$ cat config.mk
export PLATFORM = sky130hd
export DESIGN_NAME = client_ping_table_flat
export DESIGN_NICKNAME = d
export VERILOG_FILES = /design/src/sv/cpt_pkg.sv /design/src/sv/cpt_req_if.sv /design/src/sv/cpt_rsp_if.sv /design/src/sv/cpt_ram.sv /design/src/sv/client_ping_table.sv /design/src/flat_wrapper.sv
export SDC_FILE = /design/constraint.sdc
export NUM_CORES = 2
export LEC_CHECK = 0
export BUFFER_PORTS_ARGS = -buffer_cell sky130_fd_sc_hd__clkbuf_2
export CORE_ASPECT_RATIO = 1.5
export CORE_MARGIN = 5
export CORE_UTILIZATION = 60
export DETAILED_ROUTE_END_ITERATION = 10
export HOLD_SLACK_MARGIN = 0.1
export PLACE_DENSITY = 0.77
export SYNTH_ARGS = -nofsm -noshare
export SYNTH_HDL_FRONTEND = slang
export SYNTH_HIERARCHICAL = 1
export SYNTH_SLANG_ARGS = --single-unit
$ cat constraint.sdc
create_clock -name clk_i -period 10.1 [get_ports clk_i]
set_input_delay 2.02 -clock clk_i [delete_from_list [all_inputs] [get_ports clk_i]]
set_output_delay 2.02 -clock clk_i [all_outputs]
set_load 0.01 [all_outputs]
$ cat src/sv/cpt_pkg.sv
// Shared types and constants of the client ping table.
package cpt_pkg;

  localparam int unsigned ADDR_W  = 32;
  localparam int unsigned PORT_W  = 16;
  localparam int unsigned KEY_W   = ADDR_W + PORT_W;
  localparam int unsigned FUNC_W  = 3;
  localparam int unsigned TOTAL_W = 32;
  localparam int unsigned STAT_W  = 2;
  localparam int unsigned OCC_W   = 5;

  typedef enum logic [FUNC_W-1:0] {
    FN_FIND   = 3'd0,
    FN_ADD    = 3'd1,
    FN_RESET  = 3'd2,
    FN_REMOVE = 3'd3,
    FN_CLEAR  = 3'd4
  } func_e;

  typedef enum logic [STAT_W-1:0] {
    STAT_OK   = 2'd0,
    STAT_MISS = 2'd1,
    STAT_FULL = 2'd2
  } status_e;

endpackage

$ cat src/sv/cpt_req_if.sv
// Request channel: operation and client key.
interface cpt_req_if;
  logic                       valid;
  logic                       ready;
  logic [cpt_pkg::FUNC_W-1:0] func;
  logic [cpt_pkg::ADDR_W-1:0] addr;
  logic [cpt_pkg::PORT_W-1:0] port;

  modport source (output valid, func, addr, port, input ready);
  modport sink   (input valid, func, addr, port, output ready);
endinterface

$ cat src/sv/cpt_rsp_if.sv
// Response channel: hit, count, status and occupancy.
interface cpt_rsp_if;
  logic                        valid;
  logic                        ready;
  logic                        hit;
  logic [cpt_pkg::TOTAL_W-1:0] ping_total;
  logic [cpt_pkg::STAT_W-1:0]  status;
  logic [cpt_pkg::OCC_W-1:0]   occupancy;

  modport source (output valid, hit, ping_total, status, occupancy, input ready);
  modport sink   (input valid, hit, ping_total, status, occupancy, output ready);
endinterface

$ cat src/sv/cpt_ram.sv
// Generic simple dual-port RAM with registered read.
module cpt_ram #(
  parameter int unsigned WIDTH = 8,
  parameter int unsigned DEPTH = 16
) (
  input  logic                     clk_i,
  input  logic                     we_i,
  input  logic [$clog2(DEPTH)-1:0] waddr_i,
  input  logic [WIDTH-1:0]         wdata_i,
  input  logic                     re_i,
  input  logic [$clog2(DEPTH)-1:0] raddr_i,
  output logic [WIDTH-1:0]         rdata_o
);

  logic [WIDTH-1:0] mem_q [DEPTH];
  logic [WIDTH-1:0] rdata_q;

  always_ff @(posedge clk_i) begin
    if (we_i) begin
      mem_q[waddr_i] <= wdata_i;
    end
    if (re_i) begin
      rdata_q <= mem_q[raddr_i];
    end
  end

  assign rdata_o = rdata_q;

endmodule

$ cat src/sv/client_ping_table.sv
// Client ping table: keyed client table with saturating ping counters.
//
//   channel | dir | payload                                  | accepted when
//   req_i   | in  | func, addr, port                         | valid && ready
//   rsp_o   | out | hit, ping_total, status, occupancy       | valid && ready
//
// A request runs the key scan, then an update step, then the response write,
// leaving the scan early on a key hit: the key scan reads one entry per cycle
// from the entry RAM through one key comparator. Clear skips to the response
// write. req_i.ready returns in the cycle after the response register loads.
// Reset clears all valid bits and the occupancy at once; no sweep.
// The response register holds a result until taken; a stalled response
// stalls the next request only at its final write into that register.
module client_ping_table #(
  parameter int unsigned ENTRIES    = 16,
  parameter int unsigned COUNT_BITS = 32
) (
  input  logic   clk_i,
  input  logic   rst_ni,
  cpt_req_if.sink   req_i,
  cpt_rsp_if.source rsp_o
);

  localparam int unsigned IDX_W   = $clog2(ENTRIES);
  localparam int unsigned CNT_W   = $clog2(ENTRIES + 1);
  localparam int unsigned ENTRY_W = cpt_pkg::KEY_W + COUNT_BITS;
  localparam logic [IDX_W-1:0] LastIdx = IDX_W'(ENTRIES - 1);

  typedef enum logic [1:0] {
    S_IDLE,
    S_SCAN,
    S_UPDATE,
    S_RESP
  } state_e;

  state_e                       state_q;
  logic [cpt_pkg::FUNC_W-1:0]   func_q;
  logic [cpt_pkg::ADDR_W-1:0]   addr_q;
  logic [cpt_pkg::PORT_W-1:0]   port_q;
  logic [ENTRIES-1:0]           valid_q;
  logic [CNT_W-1:0]             occ_q;
  logic [IDX_W-1:0]             scan_idx_q;
  logic                         issue_done_q;
  logic                         cmp_valid_q;
  logic [IDX_W-1:0]             cmp_idx_q;
  logic                         hit_q;
  logic [IDX_W-1:0]             sel_idx_q;
  logic                         free_found_q;
  logic [IDX_W-1:0]             free_idx_q;
  logic [COUNT_BITS-1:0]        cnt_q;
  logic                         res_hit_q;
  logic [COUNT_BITS-1:0]        res_cnt_q;
  cpt_pkg::status_e             res_status_q;
  logic                         out_valid_q;
  logic                         out_hit_q;
  logic [cpt_pkg::TOTAL_W-1:0]  out_total_q;
  cpt_pkg::status_e             out_status_q;
  logic [cpt_pkg::OCC_W-1:0]    out_occ_q;

  logic                         rd_en;
  logic [ENTRY_W-1:0]           rd_data;
  logic                         wr_en;
  logic [IDX_W-1:0]             wr_addr;
  logic [ENTRY_W-1:0]           wr_data;
  logic [COUNT_BITS-1:0]        wr_count;
  logic [COUNT_BITS-1:0]        cnt_inc;
  logic                         key_match;
  logic [31:0]                  occ_wide;
  logic [63:0]                  cnt_wide;
  logic                         res_hit_d;
  logic [COUNT_BITS-1:0]        res_cnt_d;
  cpt_pkg::status_e             res_status_d;

  cpt_ram #(
    .WIDTH (ENTRY_W),
    .DEPTH (ENTRIES)
  ) u_ram (
    .clk_i   (clk_i),
    .we_i    (wr_en),
    .waddr_i (wr_addr),
    .wdata_i (wr_data),
    .re_i    (rd_en),
    .raddr_i (scan_idx_q),
    .rdata_o (rd_data)
  );

  assign rd_en     = (state_q == S_SCAN) && !issue_done_q;
  assign key_match = valid_q[cmp_idx_q] &&
                     (rd_data[ENTRY_W-1:COUNT_BITS] == {addr_q, port_q});
  assign cnt_inc   = (&cnt_q) ? cnt_q : cnt_q + COUNT_BITS'(1);
  assign occ_wide  = 32'(occ_q);
  assign cnt_wide  = 64'(res_cnt_q);

  always_comb begin
    wr_count = '0;
    if (func_q == cpt_pkg::FN_ADD) begin
      wr_count = hit_q ? cnt_inc : COUNT_BITS'(1);
    end
    wr_en   = (state_q == S_UPDATE) &&
              (((func_q == cpt_pkg::FN_ADD) && (hit_q || free_found_q)) ||
               ((func_q == cpt_pkg::FN_RESET) && hit_q));
    wr_addr = hit_q ? sel_idx_q : free_idx_q;
    wr_data = {addr_q, port_q, wr_count};
  end

  always_comb begin
    res_hit_d    = hit_q;
    res_cnt_d    = '0;
    res_status_d = hit_q ? cpt_pkg::STAT_OK : cpt_pkg::STAT_MISS;
    case (func_q) inside
      cpt_pkg::FN_ADD: begin
        if (hit_q) begin
          res_cnt_d = cnt_inc;
        end else if (free_found_q) begin
          res_hit_d    = 1'b1;
          res_cnt_d    = COUNT_BITS'(1);
          res_status_d = cpt_pkg::STAT_OK;
        end else begin
          res_status_d = cpt_pkg::STAT_FULL;
        end
      end
      cpt_pkg::FN_RESET, cpt_pkg::FN_REMOVE: begin
      end
      default: begin
        if (hit_q) begin
          res_cnt_d = cnt_q;
        end
      end
    endcase
  end

  always_ff @(posedge clk_i or negedge rst_ni) begin
    if (!rst_ni) begin
      state_q      <= S_IDLE;
      func_q       <= '0;
      addr_q       <= '0;
      port_q       <= '0;
      valid_q      <= '0;
      occ_q        <= '0;
      scan_idx_q   <= '0;
      issue_done_q <= 1'b0;
      cmp_valid_q  <= 1'b0;
      cmp_idx_q    <= '0;
      hit_q        <= 1'b0;
      sel_idx_q    <= '0;
      free_found_q <= 1'b0;
      free_idx_q   <= '0;
      cnt_q        <= '0;
      res_hit_q    <= 1'b0;
      res_cnt_q    <= '0;
      res_status_q <= cpt_pkg::STAT_OK;
      out_valid_q  <= 1'b0;
      out_hit_q    <= 1'b0;
      out_total_q  <= '0;
      out_status_q <= cpt_pkg::STAT_OK;
      out_occ_q    <= '0;
    end else begin
      if (out_valid_q && rsp_o.ready && (state_q != S_RESP)) begin
        out_valid_q <= 1'b0;
      end
      unique case (state_q)
        S_IDLE: begin
          if (req_i.valid) begin
            func_q       <= req_i.func;
            addr_q       <= req_i.addr;
            port_q       <= req_i.port;
            scan_idx_q   <= '0;
            issue_done_q <= 1'b0;
            cmp_valid_q  <= 1'b0;
            hit_q        <= 1'b0;
            free_found_q <= 1'b0;
            if (req_i.func == cpt_pkg::FN_CLEAR) begin
              valid_q      <= '0;
              occ_q        <= '0;
              res_hit_q    <= 1'b0;
              res_cnt_q    <= '0;
              res_status_q <= cpt_pkg::STAT_OK;
              state_q      <= S_RESP;
            end else begin
              state_q <= S_SCAN;
            end
          end
        end
        S_SCAN: begin
          cmp_valid_q <= !issue_done_q;
          cmp_idx_q   <= scan_idx_q;
          if (!issue_done_q) begin
            if (scan_idx_q == LastIdx) begin
              issue_done_q <= 1'b1;
            end else begin
              scan_idx_q <= scan_idx_q + IDX_W'(1);
            end
          end
          if (cmp_valid_q) begin
            if (key_match) begin
              hit_q     <= 1'b1;
              sel_idx_q <= cmp_idx_q;
              cnt_q     <= rd_data[COUNT_BITS-1:0];
              state_q   <= S_UPDATE;
            end else begin
              if (!valid_q[cmp_idx_q] && !free_found_q) begin
                free_found_q <= 1'b1;
                free_idx_q   <= cmp_idx_q;
              end
              if (cmp_idx_q == LastIdx) begin
                state_q <= S_UPDATE;
              end
            end
          end
        end
        S_UPDATE: begin
          res_hit_q    <= res_hit_d;
          res_cnt_q    <= res_cnt_d;
          res_status_q <= res_status_d;
          case (func_q)
            cpt_pkg::FN_ADD: begin
              if (!hit_q && free_found_q) begin
                valid_q[free_idx_q] <= 1'b1;
                occ_q               <= occ_q + CNT_W'(1);
              end
            end
            cpt_pkg::FN_REMOVE: begin
              if (hit_q) begin
                valid_q[sel_idx_q] <= 1'b0;
                occ_q              <= occ_q - CNT_W'(1);
              end
            end
            default: begin
            end
          endcase
          state_q <= S_RESP;
        end
        S_RESP: begin
          if (!out_valid_q || rsp_o.ready) begin
            out_valid_q  <= 1'b1;
            out_hit_q    <= res_hit_q;
            out_total_q  <= cnt_wide[cpt_pkg::TOTAL_W-1:0];
            out_status_q <= res_status_q;
            out_occ_q    <= occ_wide[cpt_pkg::OCC_W-1:0];
            state_q      <= S_IDLE;
          end
        end
        default: begin
          state_q <= S_IDLE;
        end
      endcase
    end
  end

  assign req_i.ready      = (state_q == S_IDLE);
  assign rsp_o.valid      = out_valid_q;
  assign rsp_o.hit        = out_hit_q;
  assign rsp_o.ping_total = out_total_q;
  assign rsp_o.status     = out_status_q;
  assign rsp_o.occupancy  = out_occ_q;

endmodule

$ cat src/flat_wrapper.sv
// flat-port wrapper written by rule: the top's interface ports become plain ports
module client_ping_table_flat 
#(
  parameter int unsigned ENTRIES    = 16,
  parameter int unsigned COUNT_BITS = 32
)
  (clk_i, rst_ni, req_i_valid, req_i_func, req_i_addr, req_i_port, req_i_ready, rsp_o_valid, rsp_o_hit, rsp_o_ping_total, rsp_o_status, rsp_o_occupancy, rsp_o_ready);
  cpt_req_if req_i_i ();
  cpt_rsp_if rsp_o_i ();
  input  logic clk_i;
  input  logic rst_ni;
  input wire logic [$bits(req_i_i.valid)-1:0] req_i_valid;
  input wire logic [$bits(req_i_i.func)-1:0] req_i_func;
  input wire logic [$bits(req_i_i.addr)-1:0] req_i_addr;
  input wire logic [$bits(req_i_i.port)-1:0] req_i_port;
  output wire logic [$bits(req_i_i.ready)-1:0] req_i_ready;
  output wire logic [$bits(rsp_o_i.valid)-1:0] rsp_o_valid;
  output wire logic [$bits(rsp_o_i.hit)-1:0] rsp_o_hit;
  output wire logic [$bits(rsp_o_i.ping_total)-1:0] rsp_o_ping_total;
  output wire logic [$bits(rsp_o_i.status)-1:0] rsp_o_status;
  output wire logic [$bits(rsp_o_i.occupancy)-1:0] rsp_o_occupancy;
  input wire logic [$bits(rsp_o_i.ready)-1:0] rsp_o_ready;
  assign req_i_i.valid = req_i_valid;
  assign req_i_i.func = req_i_func;
  assign req_i_i.addr = req_i_addr;
  assign req_i_i.port = req_i_port;
  assign req_i_ready = req_i_i.ready;
  assign rsp_o_valid = rsp_o_i.valid;
  assign rsp_o_hit = rsp_o_i.hit;
  assign rsp_o_ping_total = rsp_o_i.ping_total;
  assign rsp_o_status = rsp_o_i.status;
  assign rsp_o_occupancy = rsp_o_i.occupancy;
  assign rsp_o_i.ready = rsp_o_ready;
  client_ping_table #(.ENTRIES(ENTRIES), .COUNT_BITS(COUNT_BITS)) u_core (.clk_i(clk_i), .rst_ni(rst_ni), .req_i(req_i_i), .rsp_o(rsp_o_i));
endmodule
**Word-level counts from Yosys, hierarchy flattened**

Memories as Yosys holds them, arrays and structs flattened. A register that Yosys moved wholly into a read port is not among the register bits.
Index checks and enable logic that the tools add are counted.

- Register bits after elaboration: 202
- Memory bits (writable): 1,280
- Output and inout bits: 42
- Word-level logic and storage cells: 167
- Memories kept: 1

- $add $sub $neg: 4
- $lt $le $gt $ge: 5
- Eq/ne operators: 24
- Mux-type cells: 71
- Bitwise gates (word level): 4
- Reductions and logical operators: 35

Memories:

| memory | words | width | read ports | clocked after Yosys merged registers in | wr ports | line | source |
|---|---|---|---|---|---|---|---|
| u_core.u_ram.mem_q | 16 | 80 | 1 | 1 | 1 | cpt_ram.sv:15 | `logic [WIDTH-1:0] mem_q [DEPTH];` |

Operators by type and width:

| kind | count |
|---|---|
| $mux W32 | 9 |
| $mux W16 | 4 |
| $pmux W16 S2 | 2 |
| $pmux W32 S2 | 1 |
| $eq A48 B48 Y1 | 1 |
| $add A32 B1 Y32 const B | 1 |
| $reduce_and A32 Y1 | 1 |
| $mux W1 | 23 |
| $mux W2 | 11 |
| $mux W5 | 4 |
| $pmux W5 S2 | 2 |
| $and A16 B16 Y16 | 1 |
| $mux W4 | 4 |
| $not A16 Y16 | 1 |
| $or A16 B16 Y16 | 1 |
| $reduce_and A4 Y1 | 4 |
| $lt A4 B5 Y1 const B | 3 |
| $ne A2 B2 Y1 const B | 6 |
| $logic_and A1 B1 Y1 | 11 |
| $pmux W1 S2 | 5 |
| $ne A3 B2 Y1 const B | 3 |
| $demux W1 S4 | 2 |
| $eq A4 B4 Y1 const B | 2 |
| $ge A4 B1 Y1 const B | 2 |
| 24 further kinds | 39 |

**Longest topological paths before layout**

- Depth after elaboration: 9
- Depth in mapped cells: 10

**Modules after synthesis**

The synthesis kept the hierarchy.

Modules (own cells, without submodules):

| module | instances | cells an instance | area each (um2) | sequential area each (um2) |
|---|---|---|---|---|
| cpt_ram | 1 | 2,054 | 50,223.2 | 40,839.2 |
| client_ping_table | 1 | 943 | 10,406.2 | 5,054.8 |

**Worst setup path before layout**

No wires, ideal clock.

- Path kind: register to register
- From: register u_core.state_q[0]
- To: memory u_core/u_ram/mem_q[0][0] (netlist name) (enable)
- Setup time: 0.617 ns
- Arrival time: 7.397 ns
- Data required time: 9.483 ns
- Slack: 2.087 ns
- Stages on the path, launching flop included: 8
- Period minus slack after synthesis: 8.013 ns
- Path through: dfrtp_1 > inv_1 > ha_1 > clkbuf_1 > clkbuf_1 > nor3b_1 > or3b_2 > nor3_1

- Longest elaborated chain between the ends: 4

Ends and longest elaborated chain:

| element | line | source |
|---|---|---|
| start: declaration | client_ping_table.sv:36 | `state_e state_q;` |
| start signal: assignment | client_ping_table.sv:134 | `state_q <= S_IDLE;` |
| start signal: assignment | client_ping_table.sv:178 | `state_q <= S_RESP;` |
| start signal: assignment | client_ping_table.sv:180 | `state_q <= S_SCAN;` |
| $eq A2 B2 Y1 | client_ping_table.sv:99 | `wr_en = (state_q == S_UPDATE) &&` |
| $logic_and A1 B1 Y1 | client_ping_table.sv:99 |  |
| via u_core.wr_en | client_ping_table.sv:62 | `logic wr_en;` |
| $mux W1 | cpt_ram.sv:19 | `if (we_i) begin` |
| $mux W1 (implied by the code) | cpt_ram.sv:20 | `mem_q[waddr_i] <= wdata_i;` |
| end: declaration | cpt_ram.sv:15 |  |

The timed path passes the listed nets, and every way through them passes these cells.

**Worst setup path after layout**

- From: register u_core.state_q[0]
- To: memory u_core/u_ram/mem_q[3][66] (netlist name) (enable)

Same word-level chain as after synthesis.

==> impl_table.tex <==
\begin{tabular}{lr}
\hline
Metric & Value \\
\hline
\multicolumn{2}{l}{\textbf{Run status}} \\
Status & complete, no violations \\
\multicolumn{2}{l}{\textbf{Logic synthesis}} \\
Syn Area/Cell & approximately 20 um2 \\
Largest cells by area after synthesis & sky130\_fd\_sc\_hd\_\_edfxtp\_1 (67\%), sky130\_fd\_sc\_hd\_\_mux4\_2 (12\%), sky130\_fd\_sc\_hd\_\_dfrtp\_1 (8.3\%), sky130\_fd\_sc\_hd\_\_a22oi\_1 (2.1\%), sky130\_fd\_sc\_hd\_\_mux2\_2 (2.0\%) \\
Flop and latch count out of synthesis & 1,562 \\
Number of standard cells after synthesis & between 2,000 and 3,000 \\
Top\_reg\_cell synth & sky130\_fd\_sc\_hd\_\_edfxtp\_1 \\
Count of synthesis-stage warnings from yosys & 6 \\
Library cell with the largest summed area after synthesis & sky130\_fd\_sc\_hd\_\_edfxtp\_1 \\
Post-synthesis sequential area ratio & 0.757 \\
Synthesized Nets & about 3,100 \\
Fraction of registers with async set/reset & 0.129 \\
Netlist area before placement & $\sim$61,000 um2 \\
Top-area cell type share of the netlist area & 0.674 \\
Distinct cell type count after synthesis & 64 \\
Number of flops mapped to enable cells by yosys & around 1,400 \\
\multicolumn{2}{l}{\textbf{Hold path}} \\
Instance count along the most critical hold path & 1 \\
Worst min-delay path category & register to register \\
Terminating pin of the worst hold path & u\_core/cnt\_q[20] \\
Hold path start & u\_core/u\_ram/rdata\_o[20] \\
\multicolumn{2}{l}{\textbf{Detailed routing}} \\
Post-detailed-route via-to-cell ratio & around 6.6 \\
Number of iterations in the first detailed-routing pass & 6 \\
Total detailed-routing wirelength & $\sim$130,000 um \\
Post-route DRC violation count & 0 \\
Antenna Violating Nets Remaining & 0 \\
Mean routed wirelength per cell & 29.2 um \\
Via count & 30,000 \\
Detailed Route Iter0 Violations & 3,583 \\
\multicolumn{2}{l}{\textbf{STA}} \\
Setup repair after global routing missed its margin & no \\
Final Worst Setup Slack & 5.16 ns \\
Number of hold violations in the final report & 0 \\
Rel. slew slack & 0.128 \\
Shortest period the worst path allows & 4.94 ns \\
Post-route fraction of the period consumed by the critical path & 0.489 \\
Setup clock skew after layout & $\sim$0.021 ns \\
Transition time at the pin with the least slew margin & 1.31 ns \\
Finish-stage setup viols & 0 \\
Slew Viols, Final & 0 \\
Highest achievable clock rate & about 200 MHz \\
Post-Route Setup TNS & 0 ns \\
\multicolumn{2}{l}{\textbf{Die}} \\
I/O pin total & 97 \\
Placement row count & around 140 \\
Overall die width & 270 um \\
Height of the chip & $\sim$400 um \\
Placeable Area & between 100,000 and 150,000 um2 \\
Initial cell density of the core & 0.605 \\
Area enclosed by the die boundary & $\sim$110,000 um2 \\
\multicolumn{2}{l}{\textbf{Layout}} \\
Post-Layout Cell Count & between 4,000 and 5,000 \\
Final \#Nets & $\sim$3,200 \\
Area added between synthesis and finish & 10.6\% \\
Final core occ & 0.669 \\
Layout cells sized above 1 & 0.264 \\
Number of antenna diodes & 0 \\
\multicolumn{2}{l}{\textbf{Clock network}} \\
Post-CTS resize count & 0 \\
Clock tree from TritonCTS & built \\
\# clock sinks & $\sim$1,600 \\
Clock buffer count from CTS & around 140 \\
Hold buffer count at CTS & 0 \\
Post-CTS setup buffer count & 0 \\
Clock-pin slew reported for the worst setup and hold paths after clock tree synthesis & around 0.060 ns \\
Bufs on Longest Clock Path & 3 \\
Clock Root Buffer & sky130\_fd\_sc\_hd\_\_clkbuf\_16 \\
Clock insertion delay at the later pin of the skew report & between 0.7 and 0.8 ns \\
Number of H-tree levels & 4 \\
\multicolumn{2}{l}{\textbf{Critical path}} \\
Startpoint Class & register \\
Largest fanout on the critical path & 56 \\
Critical register-to-register path endpoint & u\_core/u\_ram/mem\_q[3][66] \\
Slowest library cell on the worst path & sky130\_fd\_sc\_hd\_\_buf\_4 \\
Flop-to-flop setup slack & approximately 5.2 ns \\
Crit-path cells & inv\_1 -> ha\_1 -> nor3b\_1 -> or3b\_2 -> nor2\_4 -> buf\_4 \\
Number of buffer and inverter instances along the worst setup path & 2 \\
Largest incremental delay on the critical path & around 0.90 ns \\
Start-to-end type of the worst setup path & register to register \\
Source of the worst register-to-register timing path & u\_core/state\_q[0] \\
Top delay family on crit path & simple AND/OR/NAND/NOR gates \\
Worst Reg2Reg Path Length in Cells & 6 \\
Type of element capturing the critical path & register \\
Worst endpoint required time & $\sim$10 ns \\
Data arrival at the endpoint of the critical path & roughly 5.3 ns \\
\multicolumn{2}{l}{\textbf{GRT}} \\
Pin count of the biggest net entering global routing & $\sim$160 \\
Wire length of the first global-routing pass & 201,000 um \\
Number of global-route vias before repair & $\sim$31,000 \\
Number of antenna violations at the first check in global routing & 1 \\
Aggregate global-route resource usage & 0.249 \\
Total gr overflow & 0 \\
\multicolumn{2}{l}{\textbf{Placed design}} \\
Sum of net half-perimeters after detailed placement & 71,400 um \\
Placed instance count & about 4,300 \\
Placer Congestion & around 0.9 \\
Number of buffers inserted by port buffering & 96 \\
Worst slack after detailed placement & approximately 5.3 ns \\
\multicolumn{2}{l}{\textbf{Pwr}} \\
Leak pwr & approximately 22 nW \\
Total power per unit cell area & about 240 nW/um2 \\
Overall power of the completed layout & between 0.015 and 0.02 W \\
Peak ir drop on the vdd network & roughly 0.2 mV \\
\multicolumn{2}{l}{\textbf{Run}} \\
Number of maximum-capacitance violations & 0 \\
\hline
\end{tabular}
[cells in the final DEF (no fill, tap or decap), types with 64 or more instances in the layout]
master,instances
sky130_fd_sc_hd__edfxtp_1,1360
sky130_fd_sc_hd__mux4_2,324
sky130_fd_sc_hd__mux2_2,106
sky130_fd_sc_hd__clkbuf_16,148
sky130_fd_sc_hd__dfrtp_1,200
sky130_fd_sc_hd__a22oi_1,170
sky130_fd_sc_hd__nor2_1,74
sky130_fd_sc_hd__nand2_1,154
sky130_fd_sc_hd__clkbuf_2,95
sky130_fd_sc_hd__xor2_1,64
[logic make-up (layout without fill, tap and decap cells)]
family          count (synthesis)  after routing  share of synthesized area
compound gates                314            314                     0.0358
mux                           466            466                      0.149
simple gates                  386            386                     0.0302
flops                        1562           1562                      0.757
buf+inv                       177            414                     0.0144
xor+xnor                       82             82                     0.0118
fa+ha+maj                      10             10                    0.00219
[routing by layer]
layer  GRT usage  up-vias  wire [um]
li1            -    12500          -
met1       0.328    15700      48500
met2       0.436     1601      69500
met3      0.0398      265      10300
met4      0.0779        0       4090
met5           0        -          0
[per-stage QoR]
step	hold slack [ns]	instance area, um2
2_1_floorplan	0.439	60600
3_3_place_gp	0.459	62500
3_5_place_dp	0.465	62500
4_1_cts	0.478	67100
5_1_grt	0.488	67100
6_report	0.479	67100
[worst reg2reg max path: cells and delay by family, from the launching register on]
| kind | cells | cell delay (ns) |
|---|---|---|
| flip-flops | 1 | 0.43 |
| AND/OR/NAND/NOR | 3 | 2.22 |
| buffers and inverters | 2 | 1.03 |
| adder cells (fa/ha/maj) | 1 | 0.82 |
[cell usage after synthesis, types with 25 or more instances]
library cell	n
sky130_fd_sc_hd__buf_2	32
sky130_fd_sc_hd__a22oi_1	170
sky130_fd_sc_hd__dfrtp_1	202
sky130_fd_sc_hd__o21ai_0	42
sky130_fd_sc_hd__clkbuf_1	75
sky130_fd_sc_hd__mux2_4	31
sky130_fd_sc_hd__nand2_1	155
sky130_fd_sc_hd__buf_1	32
sky130_fd_sc_hd__nand3_1	25
sky130_fd_sc_hd__mux2_2	106
sky130_fd_sc_hd__xor2_1	64
sky130_fd_sc_hd__edfxtp_1	1360
sky130_fd_sc_hd__nor2_1	88
sky130_fd_sc_hd__a21oi_1	47
sky130_fd_sc_hd__mux4_2	324
[sequential cells by signal, indices dropped and copies added, names as in the netlist, 3 cells and up]
register and flops:
u_core/free_idx_q 4, u_core/rsp_o.occupancy 5, u_core/u_ram/mem_q 1280, u_core/scan_idx_q 4
u_core/cmp_idx_q 4, u_core/u_ram/rdata_o 80, u_core/port_q 16, u_core/addr_q 32
u_core/rsp_o.ping_total 32, u_core/valid_q 16, u_core/res_cnt_q 32, u_core/func_q 3
u_core/occ_q 5, u_core/cnt_q 32, u_core/sel_idx_q 4
[area by class of cell]
cell class | count | area [um2]
inverter | 16 | 60.1
timing repair buffer | 146 | 903
clock inverter | 72 | 617
tap | 1296 | 1620
clock buffer | 180 | 3930
fill | 6161 | 33100
multi-input combinational | 1258 | 14000
sequential | 1562 | 45900
[power breakdown]
| group | total, W | switching, W | leakage [nW] | internal (W) |
|---|---|---|---|---|
| Clock | 0.00527 | 0.00229 | 2.25 | 0.00299 |
| Combinational | 0.00236 | 0.00129 | 4.78 | 0.00108 |
| Sequential | 0.00854 | 0.000704 | 15.1 | 0.00784 |
[how the worst max path moves through the flow]
stage | from | endpoint | cells after the start | slack (ns)
after floorplan | u_core/state_q[0] | u_core/u_ram/mem_q[0][0] | 7 | 2.09
after global placement | u_core/state_q[0] | u_core/u_ram/mem_q[1][67] | 6 | 5.46
after detailed placement | u_core/state_q[0] | u_core/u_ram/mem_q[1][68] | 6 | 5.27
after CTS | u_core/state_q[0] | u_core/u_ram/mem_q[1][68] | 6 | 5.25
after global routing | u_core/state_q[0] | u_core/u_ram/mem_q[1][67] | 6 | 5.05
final | u_core/state_q[0] | u_core/u_ram/mem_q[3][66] | 6 | 5.16
No activity file was read; power rests on OpenSTA's default activity.
